## src/rtl/mip_chain_layout_checker_core_macros.svh

```systemverilog
// Assertion macros shared by the mip chain layout checker.
`ifndef MIP_CHAIN_LAYOUT_CHECKER_CORE_MACROS_SVH
`define MIP_CHAIN_LAYOUT_CHECKER_CORE_MACROS_SVH

// Same-cycle implication, disabled during reset.
`define MCLC_ASSERT_NOW(label, clk, rst, ante, cons) \
  label: assert property (@(posedge clk) disable iff (rst) (ante) |-> (cons)) \
    else $error("assertion failed");

// Next-cycle implication, disabled during reset.
`define MCLC_ASSERT_NEXT(label, clk, rst, ante, cons) \
  label: assert property (@(posedge clk) disable iff (rst) (ante) |=> (cons)) \
    else $error("assertion failed");

`endif

```

## src/rtl/mclc_pkg.sv

```systemverilog
// Types, codes and helper functions of the mip chain layout checker.
`default_nettype none
package mclc_pkg;

  localparam logic [31:0] TEX_MAGIC   = 32'h4854_5841;
  localparam logic [15:0] TEX_VERSION = 16'd1;

  localparam logic [7:0] FMT_RGBA8 = 8'd0;
  localparam logic [7:0] FMT_RGB8  = 8'd1;
  localparam logic [7:0] FMT_BC1   = 8'd2;
  localparam logic [7:0] FMT_BC3   = 8'd3;
  localparam logic [7:0] FMT_BC4   = 8'd4;
  localparam logic [7:0] FMT_BC5   = 8'd5;
  localparam logic [7:0] FMT_BC7   = 8'd6;

  typedef enum logic [1:0] {
    ST_IDLE,
    ST_CHECK,
    ST_ISSUE,
    ST_DRAIN
  } state_t;

  typedef enum logic [2:0] {
    STATUS_OK       = 3'd0,
    STATUS_SHORT    = 3'd1,
    STATUS_MAGIC    = 3'd2,
    STATUS_VERSION  = 3'd3,
    STATUS_ZERO     = 3'd4,
    STATUS_LEVELS   = 3'd5,
    STATUS_MISMATCH = 3'd6,
    STATUS_TRUNC    = 3'd7
  } status_t;

  // Bytes per pixel for plain formats, bytes per 4x4 block for BC formats.
  typedef enum logic [1:0] {
    SCALE_PX4,
    SCALE_PX3,
    SCALE_BLK8,
    SCALE_BLK16
  } scale_t;

  typedef struct packed {
    logic        valid;
    logic        err;
    logic        last;
    logic [3:0]  idx;
    status_t     status;
    logic [31:0] w;
    logic [31:0] h;
    scale_t      scale;
    logic [31:0] opa;
    logic [31:0] opb;
    logic [31:0] val;
  } lvl_t;

  function automatic scale_t scale_of(input logic [7:0] fmt);
    scale_t s;
    case (fmt)
      FMT_RGBA8: s = SCALE_PX4;
      FMT_RGB8:  s = SCALE_PX3;
      FMT_BC1:   s = SCALE_BLK8;
      FMT_BC4:   s = SCALE_BLK8;
      FMT_BC3:   s = SCALE_BLK16;
      FMT_BC5:   s = SCALE_BLK16;
      FMT_BC7:   s = SCALE_BLK16;
      default:   s = SCALE_PX4;
    endcase
    return s;
  endfunction

  function automatic logic [31:0] halve_floor1(input logic [31:0] d);
    logic [31:0] q;
    q = d >> 1;
    return (q == 32'd0) ? 32'd1 : q;
  endfunction

endpackage
`default_nettype wire

```

## src/rtl/mip_chain_layout_checker_core.sv

```systemverilog
// Mip chain layout checker: header validation and per-level offset/size pipeline.
//
// Pulse start while busy is low to hand in one texture header. The header is
// checked in the cycle after it is accepted; a failed check produces a single
// result with level_valid low and last high. A good header is stepped through
// its mip levels by a sequencer that issues one level per cycle into a
// five-register pipeline (level issue, operand select, 32x32 multiply, byte
// scaling, offset accumulate / output). Each result is shown for one cycle with
// result_valid high and must be taken then: there is no back-pressure. busy
// stays high until the last result has left, so a new header can only be
// accepted once the previous one has fully drained. level_index counts modulo
// 16; offsets and sizes wrap at 32 bits.
`default_nettype none
`include "mip_chain_layout_checker_core_macros.svh"
module mip_chain_layout_checker_core #(
  parameter int MAX_LEVELS   = 16,
  parameter int HEADER_BYTES = 36
) (
  input  wire logic        clk,
  input  wire logic        rst,
  input  wire logic        start,
  output logic             busy,
  input  wire logic [31:0] magic,
  input  wire logic [15:0] version,
  input  wire logic [7:0]  format,
  input  wire logic [7:0]  level_count,
  input  wire logic [31:0] base_width,
  input  wire logic [31:0] base_height,
  input  wire logic [31:0] declared_size,
  input  wire logic [31:0] total_bytes,
  output logic             result_valid,
  output logic [3:0]       level_index,
  output logic [31:0]      level_offset,
  output logic [31:0]      level_bytes,
  output logic [31:0]      level_width,
  output logic [31:0]      level_height,
  output logic             level_valid,
  output logic             last,
  output logic [2:0]       status
);

  localparam int CW = $clog2(MAX_LEVELS + 1);

  mclc_pkg::state_t state, state_next;

  // captured header
  logic [31:0] c_magic;
  logic [15:0] c_version;
  logic [7:0]  c_format;
  logic [7:0]  c_levels;
  logic [31:0] c_declared;
  logic [31:0] c_total;
  logic [31:0] cur_w, cur_h;
  logic        trunc;

  logic [CW-1:0] cnt;

  mclc_pkg::lvl_t s1, s1_next, s2, s2_next, s3, s3_next, s4, s4_next;

  logic [31:0] run_off;
  logic [31:0] off_sum;
  logic        accept;
  logic        pipe_empty;
  logic        issue_last;
  mclc_pkg::status_t early_st;

  assign accept     = start && !busy;
  assign busy       = (state != mclc_pkg::ST_IDLE);
  assign pipe_empty = !(s1.valid || s2.valid || s3.valid || s4.valid || result_valid);
  assign issue_last = ((8'(cnt) + 8'd1) == c_levels);

  // header checks in priority order
  always_comb begin
    if (c_total < 32'(HEADER_BYTES)) begin
      early_st = mclc_pkg::STATUS_SHORT;
    end else if (c_magic != mclc_pkg::TEX_MAGIC) begin
      early_st = mclc_pkg::STATUS_MAGIC;
    end else if (c_version != mclc_pkg::TEX_VERSION) begin
      early_st = mclc_pkg::STATUS_VERSION;
    end else if (cur_w == 32'd0 || cur_h == 32'd0 || c_levels == 8'd0) begin
      early_st = mclc_pkg::STATUS_ZERO;
    end else if (c_levels > 8'(MAX_LEVELS)) begin
      early_st = mclc_pkg::STATUS_LEVELS;
    end else begin
      early_st = mclc_pkg::STATUS_OK;
    end
  end

  always_ff @(posedge clk) begin
    if (rst) begin
      state <= mclc_pkg::ST_IDLE;
    end else begin
      state <= state_next;
    end
  end

  always_comb begin
    state_next         = state;
    s1_next            = s1;
    s1_next.valid      = 1'b0;
    case (state)
      mclc_pkg::ST_IDLE: begin
        if (accept) begin
          state_next = mclc_pkg::ST_CHECK;
        end
      end
      mclc_pkg::ST_CHECK: begin
        if (early_st != mclc_pkg::STATUS_OK) begin
          // inject a single error word
          s1_next.valid  = 1'b1;
          s1_next.err    = 1'b1;
          s1_next.last   = 1'b1;
          s1_next.idx    = 4'd0;
          s1_next.status = early_st;
          s1_next.w      = 32'd1;
          s1_next.h      = 32'd1;
          s1_next.scale  = mclc_pkg::SCALE_PX4;
          state_next     = mclc_pkg::ST_DRAIN;
        end else begin
          state_next = mclc_pkg::ST_ISSUE;
        end
      end
      mclc_pkg::ST_ISSUE: begin
        s1_next.valid  = 1'b1;
        s1_next.err    = 1'b0;
        s1_next.last   = issue_last;
        s1_next.idx    = 4'(cnt);
        s1_next.status = mclc_pkg::STATUS_OK;
        s1_next.w      = cur_w;
        s1_next.h      = cur_h;
        s1_next.scale  = mclc_pkg::scale_of(c_format);
        if (issue_last) begin
          state_next = mclc_pkg::ST_DRAIN;
        end
      end
      mclc_pkg::ST_DRAIN: begin
        if (pipe_empty) begin
          state_next = mclc_pkg::ST_IDLE;
        end
      end
      default: begin
        state_next = mclc_pkg::ST_IDLE;
      end
    endcase
  end

  // header capture and level stepping
  always_ff @(posedge clk) begin
    if (accept) begin
      c_magic    <= magic;
      c_version  <= version;
      c_format   <= format;
      c_levels   <= level_count;
      c_declared <= declared_size;
      c_total    <= total_bytes;
      cur_w      <= base_width;
      cur_h      <= base_height;
    end else if (state == mclc_pkg::ST_ISSUE) begin
      cur_w <= mclc_pkg::halve_floor1(cur_w);
      cur_h <= mclc_pkg::halve_floor1(cur_h);
    end
    if (state == mclc_pkg::ST_CHECK) begin
      trunc <= (c_declared > (c_total - 32'(HEADER_BYTES)));
    end
  end

  always_ff @(posedge clk) begin
    if (rst) begin
      cnt <= '0;
    end else if (state == mclc_pkg::ST_ISSUE) begin
      cnt <= cnt + 1'b1;
    end else begin
      cnt <= '0;
    end
  end

  // stage 2: pick pixel or block dimensions
  always_comb begin
    logic blk;
    blk     = (s1.scale == mclc_pkg::SCALE_BLK8) || (s1.scale == mclc_pkg::SCALE_BLK16);
    s2_next = s1;
    s2_next.opa = blk ? (32'(s1.w + 32'd3) >> 2) : s1.w;
    s2_next.opb = blk ? (32'(s1.h + 32'd3) >> 2) : s1.h;
  end

  // stage 3: element count, low 32 bits
  always_comb begin
    s3_next     = s2;
    s3_next.val = 32'(s2.opa * s2.opb);
  end

  // stage 4: scale count to bytes
  always_comb begin
    s4_next = s3;
    case (s3.scale)
      mclc_pkg::SCALE_PX4:   s4_next.val = s3.val << 2;
      mclc_pkg::SCALE_PX3:   s4_next.val = 32'(s3.val + (s3.val << 1));
      mclc_pkg::SCALE_BLK8:  s4_next.val = s3.val << 3;
      mclc_pkg::SCALE_BLK16: s4_next.val = s3.val << 4;
      default:               s4_next.val = s3.val << 2;
    endcase
  end

  always_ff @(posedge clk) begin
    if (rst) begin
      s1.valid <= 1'b0;
      s2.valid <= 1'b0;
      s3.valid <= 1'b0;
      s4.valid <= 1'b0;
    end else begin
      s1 <= s1_next;
      s2 <= s2_next;
      s3 <= s3_next;
      s4 <= s4_next;
    end
  end

  // stage 5: accumulate offset, final status, drive result word
  assign off_sum = 32'(run_off + s4.val);

  always_ff @(posedge clk) begin
    if (rst) begin
      result_valid <= 1'b0;
      run_off      <= 32'd0;
    end else begin
      result_valid <= s4.valid;
      if (s4.valid && !s4.err) begin
        run_off <= s4.last ? 32'd0 : off_sum;
      end
    end
  end

  always_ff @(posedge clk) begin
    level_index  <= s4.idx;
    level_width  <= s4.w;
    level_height <= s4.h;
    level_valid  <= !s4.err;
    last         <= s4.last;
    if (s4.err) begin
      level_offset <= 32'd0;
      level_bytes  <= 32'd0;
      status       <= s4.status;
    end else begin
      level_offset <= run_off;
      level_bytes  <= s4.val;
      if (!s4.last) begin
        status <= mclc_pkg::STATUS_OK;
      end else if (off_sum != c_declared) begin
        status <= mclc_pkg::STATUS_MISMATCH;
      end else if (trunc) begin
        status <= mclc_pkg::STATUS_TRUNC;
      end else begin
        status <= mclc_pkg::STATUS_OK;
      end
    end
  end

  `MCLC_ASSERT_NEXT(a_accept_busy, clk, rst, accept, busy)
  `MCLC_ASSERT_NOW(a_result_in_busy, clk, rst, result_valid, busy)
  `MCLC_ASSERT_NOW(a_error_is_last, clk, rst, result_valid && !level_valid, last)
  `MCLC_ASSERT_NOW(a_dims_nonzero, clk, rst, result_valid && level_valid,
                   level_width != 32'd0 && level_height != 32'd0)

endmodule
`default_nettype wire
```

## config.mk

```make
export PLATFORM = sky130hd
export DESIGN_NAME = mip_chain_layout_checker_core
export DESIGN_NICKNAME = d
export VERILOG_FILES = /design/src/rtl/mclc_pkg.sv /design/src/rtl/mip_chain_layout_checker_core.sv
export VERILOG_INCLUDE_DIRS = /design/src /design/src/rtl
export SDC_FILE = /design/constraint.sdc
export NUM_CORES = 2
export LEC_CHECK = 0
export BUFFER_PORTS_ARGS = -buffer_cell sky130_fd_sc_hd__buf_2
export CAP_MARGIN = 20
export CORE_MARGIN = 8
export CORE_UTILIZATION = 60
export CTS_CLUSTER_DIAMETER = 150
export CTS_CLUSTER_SIZE = 40
export DETAILED_ROUTE_END_ITERATION = 10
export GPL_TIMING_DRIVEN = 0
export HOLD_SLACK_MARGIN = 0.02
export PLACE_DENSITY = 0.79
export SYNTH_ARGS = -nofsm -noshare
export SYNTH_HDL_FRONTEND = slang
export SYNTH_SLANG_ARGS = --single-unit
```

## constraint.sdc

```tcl
create_clock -name clk -period 18.6 [get_ports clk]
set_clock_uncertainty 0.1 [all_clocks]
set_input_delay 4.65 -clock clk [delete_from_list [all_inputs] [get_ports clk]]
set_output_delay 4.65 -clock clk [all_outputs]
set_load 0.005 [all_outputs]
```

## Word-level counts from Yosys, hierarchy flattened

Cells that the tools add are included.

| cells by class | value |
|---|---|
| add/subtract/negate cells | 7 |
| multiply operators | 1 |
| $lt $le $gt $ge | 3 |
| equality and inequality tests | 22 |
| mux-type cells | 27 |
| bitwise gates (word level) | 2 |
| reduce and logical (&&, ||, !) cells | 27 |

Operators with widths:

| kind | count |
|---|---|
| $mux 32 | 5 |
| $pmux 76 s2 | 1 |
| $logic_not 32->1 | 4 |
| $pmux 32 s4 | 1 |
| $mux 76 | 1 |
| $add 32x2->32 const B | 2 |
| $add 32x32->32 | 2 |
| $mux 31 | 2 |
| $mux 30 | 2 |
| $gt 32x32->1 | 1 |
| $lt 32x6->1 const B | 1 |
| $mul 32x32->32 | 1 |
| $ne 32x31->1 const B | 1 |
| $ne 32x32->1 | 1 |
| $sub 32x6->32 const B | 1 |
| $mux 3 | 9 |
| $eq 8x3->1 const B | 3 |
| $eq 8x2->1 const B | 2 |
| $ne 16x1->1 const B | 1 |
| $eq 2x2->1 const B | 6 |
| $eq 6x8->1 | 1 |
| $eq 8x1->1 const B | 1 |
| $gt 8x5->1 const B | 1 |
| $logic_not 8->1 | 1 |
| 18 further kinds | 38 |

| storage, ports and cells | value |
|---|---|
| register bits | 800 |
| input port bits | 195 |
| output and inout bits | 139 |
| logic and storage cells | 147 |

## Logic depth before layout (Yosys ltp)

| depth | value |
|---|---|
| depth after elaboration | 10 |
| depth in mapped cells | 27 |
| gate-level depth less buffers | 26 |

## Worst setup path after synthesis

OpenSTA, ideal clock, no wires.

| timing | value |
|---|---|
| kind | input to register |
| from | input port rst |
| to | register s1[100] in the netlist's numbering (enable) |
| setup time | 0.533 ns |
| arrival | 15.836 ns |
| required time | 17.967 ns |
| setup slack | 2.131 ns |
| stages | 3 |
| buffers on the path | 0 |
| cells stage by stage | inv_1 -> nand2_1 -> a21oi_1 |

| on the way | value |
|---|---|
| cells in the longest elaborated chain, start to end | 2 |

RTL lines:

| item | line | RTL |
|---|---|---|
| start, declared | mip_chain_layout_checker_core.sv:20 | `input wire logic rst,` |
| $not 1->1 (no line) | -- |  |
| $reduce_and 3->1 (no line) | -- |  |
| end signal, assigned | mip_chain_layout_checker_core.sv:211 | `s1 <= s1_next;` |
| end, declared | mip_chain_layout_checker_core.sv:58 | `mclc_pkg::lvl_t s1, s1_next, s2, s2_next, s3, s3_next, s4, s4_next;` |

No other way between the ends.
A chain may end at the register's enable or synchronous reset.

==> reports/qor.yml <==
outcome: "completed"
drt-wirelength-per-cell_microns: 22.5
detailedRoute.firstPassIterationCount: 6
rows: 104
synth.cell_area_sq_um: 48700
starting_density_of_the_core: 0.605
syn_avg_cell_area_sq_um: 11.9
via_count: 32200
grt_setup_unrepaired: "no"
final_period_util: 0.488
worst_path_largest_cell_delay_ps: 690
worst_setup_path_end_kind: "flop"
synth_top_area_cell: "sky130_fd_sc_hd__edfxtp_1"
count_of_buffers_added_by_post_cts_timing_repair_for_setup: 0
gr-usage-all-layers: 0.271
most_instantiated_library_cell_after_synthesis: "sky130_fd_sc_hd__edfxtp_1"
final_period_minus_worst_setup_slack_ps: 9080
floorplan.die.width_microns: 301
cp_data_arrival_time_ps: 9310
area.growth.synth_to_final_pct: 8.03
clock_tree.root_cell: "sky130_fd_sc_hd__clkbuf_16"
timing.final.setup_violations: 0
detail_route.vias_per_cell: 5.82
netlist_instances: 4087
drt-total-wl_mm: 125
drt_iter0_drc: 2823
syn_nets: 4914
floorplan.core_area_sq_um: 80400
hold_class: "reg2reg"
grt-ovfl-total: 0
max_slew_margin: 0.340
synth_common_cells: "sky130_fd_sc_hd__edfxtp_1, sky130_fd_sc_hd__inv_1, sky130_fd_sc_hd__fa_1"
number_of_buffers_created_by_cts: 24
grt_first_pass_wirelength_mm: 190
area_share_of_the_leading_cell_type_in_the_synthesized_netlist: 0.382
antenna_violating_nets_post_route: 0
place.detailed.instances: 5487
gp_congestion: 0.978
final_cell_count_no_fill: 5531
synth_warnings: 0
fin_hold_ws_ps: 232
die_area_sq_um: 90500
cts.hold.buffers_added: 0
synth.yosys.seq_area_share: 0.457
antenna_found_initial: 2
synthFlopType: "sky130_fd_sc_hd__edfxtp_1"
worstMarginPinSlew_ps: 981
drv_cap: 0
maxSlewViolCount: 0
cts-resized-gates: 0
clock-sinks: 800
synth-async-reset-ratio: 0
number_of_global_route_vias_before_repair: 33200
drc: 0
crit_required_ps: 18840
critPathMostFrequentCell: "sky130_fd_sc_hd__fa_1"
grt_max_degree: 137
clock_tree_from_tritoncts: "yes"
antenna-diode-count: 0
report.final.hold_viol_count: 0
achievable-frequency_ghz: 0.110
worstPathMaxFanout: 10
ioPinCount: 334
final_nets: 5280
slowest_stage_cell_crit_path: "sky130_fd_sc_hd__or4b_2"
synth-seq-cells: 800
detailed_place_hpwl_mm: 98.5
clock_tree.htree_level_count: 1
max-clock-path-buffers: 3
ys_top_cells_by_area: "sky130_fd_sc_hd__edfxtp_1, sky130_fd_sc_hd__fa_1, sky130_fd_sc_hd__dfxtp_1, sky130_fd_sc_hd__ha_1, sky130_fd_sc_hd__and2_1"
synth_edf_count: 619
yosys.cell_types.count: 92
buffer_ports.inserted: 333
clock_network_latency_to_the_later_pin_of_the_worst_skew_pair_ps: 660
drive_above_1_share: 0.114
crit_path_start_kind: "flop"
die_h_microns: 301
clk_pin_slew_ps: 140
timing.setup.critical_path_class: "reg2reg"
## flip-flops by register name (all words and copies together) (netlist names), 4 cells and up
signal,flops
c_format,8
run_off,32
cur_w,32
s2,140
c_declared,32
c_levels,8
s1,76
s4,106
level_offset,32
level_height,32
c_version,16
level_bytes,32
cnt,5
c_total,32
c_magic,32
level_index,4
cur_h,32
level_width,32
s3,108
## worst max-delay path: cells and delay by family (launching register included)
kind            cells  cell delay (ps)
simple gates        4             1410
compound gates      6             1350
fa+ha+maj           9             3850
xor+xnor            1              170
buf+inv             5             1300
flops               1              610
## kinds of logic (layout without fill, tap and decap cells)
group | Yosys count | in the layout | share of synthesized area
AO/OA/AOI/OAI | 460 | 460 | 0.0613
XOR/XNOR | 213 | 213 | 0.0410
adder cells (fa/ha/maj) | 632 | 632 | 0.226
buffers and inverters | 602 | 986 | 0.0471
flip-flops | 800 | 800 | 0.457
multiplexers | 103 | 103 | 0.0297
AND/OR/NAND/NOR | 1277 | 1277 | 0.139
## cell type report
type	count	area (sq um)
flip-flops and latches	800	22200
plain buffers	167	663
well taps	1060	1330
inverters	435	1640
clock inverters	3	62.6
fillers	6038	27900
multi-input cells	2685	24200
clock buffers	41	664
repair buffers	340	1820
## metal layers
metal,wire length [microns],global-route usage,vias to the layer above
li1,-,-,14600
met1,48400,0.346,16000
met2,61400,0.468,1298
met3,9540,0.0459,243
met4,5250,0.0956,0
met5,0,0,-
## cell usage in the layout (no fill, tap or decap), drive strengths merged, types with 17 or more instances in the layout
| cell | n |
|---|---|
| nand4 | 31 |
| edfxtp | 619 |
| xnor2 | 152 |
| a211oi | 19 |
| and3 | 84 |
| nor3 | 47 |
| and2 | 330 |
| o21ai | 79 |
| nor2b | 92 |
| dfxtp | 181 |
| or3 | 17 |
| a21oi | 153 |
| mux2 | 61 |
| a22oi | 27 |
| nor4 | 34 |
| nand2 | 333 |
| nor2 | 163 |
| inv | 435 |
| clkbuf | 189 |
| a21o | 32 |
| ha | 222 |
| nand3 | 56 |
| nand2b | 31 |
| fa | 410 |
| buf | 359 |
| o21a | 30 |
| mux4 | 27 |
| xor2 | 53 |
## stage by stage
step	cell area [sq um]	worst slack (ps)	util	setup TNS (ps)
2_1_floorplan	48700	2130	-	0
3_3_place_gp	51600	-2530	0.642	-188160
3_5_place_dp	51800	9710	0.645	0
4_1_cts	52600	9700	0.654	0
5_1_grt	52600	9320	0.654	0
6_report	52600	9520	0.654	0
## worst paths after layout
check / start / to / slack (ps) / depth (start not counted)
max: s2[34]$_DFFE_PN_ / s3[31]$_DFFE_PN_ / 9520 / 25
min reg2reg: s4[110]$_DFFE_PN_ / level_height[12]$_DFF_P_ / 230 / 0
max reg2reg: s2[34]$_DFFE_PN_ / s3[31]$_DFFE_PN_ / 9520 / 25
min: s4[110]$_DFFE_PN_ / level_height[12]$_DFF_P_ / 230 / 0
Power is not shown: default switching activity piles up to over one toggle a cycle in this logic, so the estimate is an artifact.
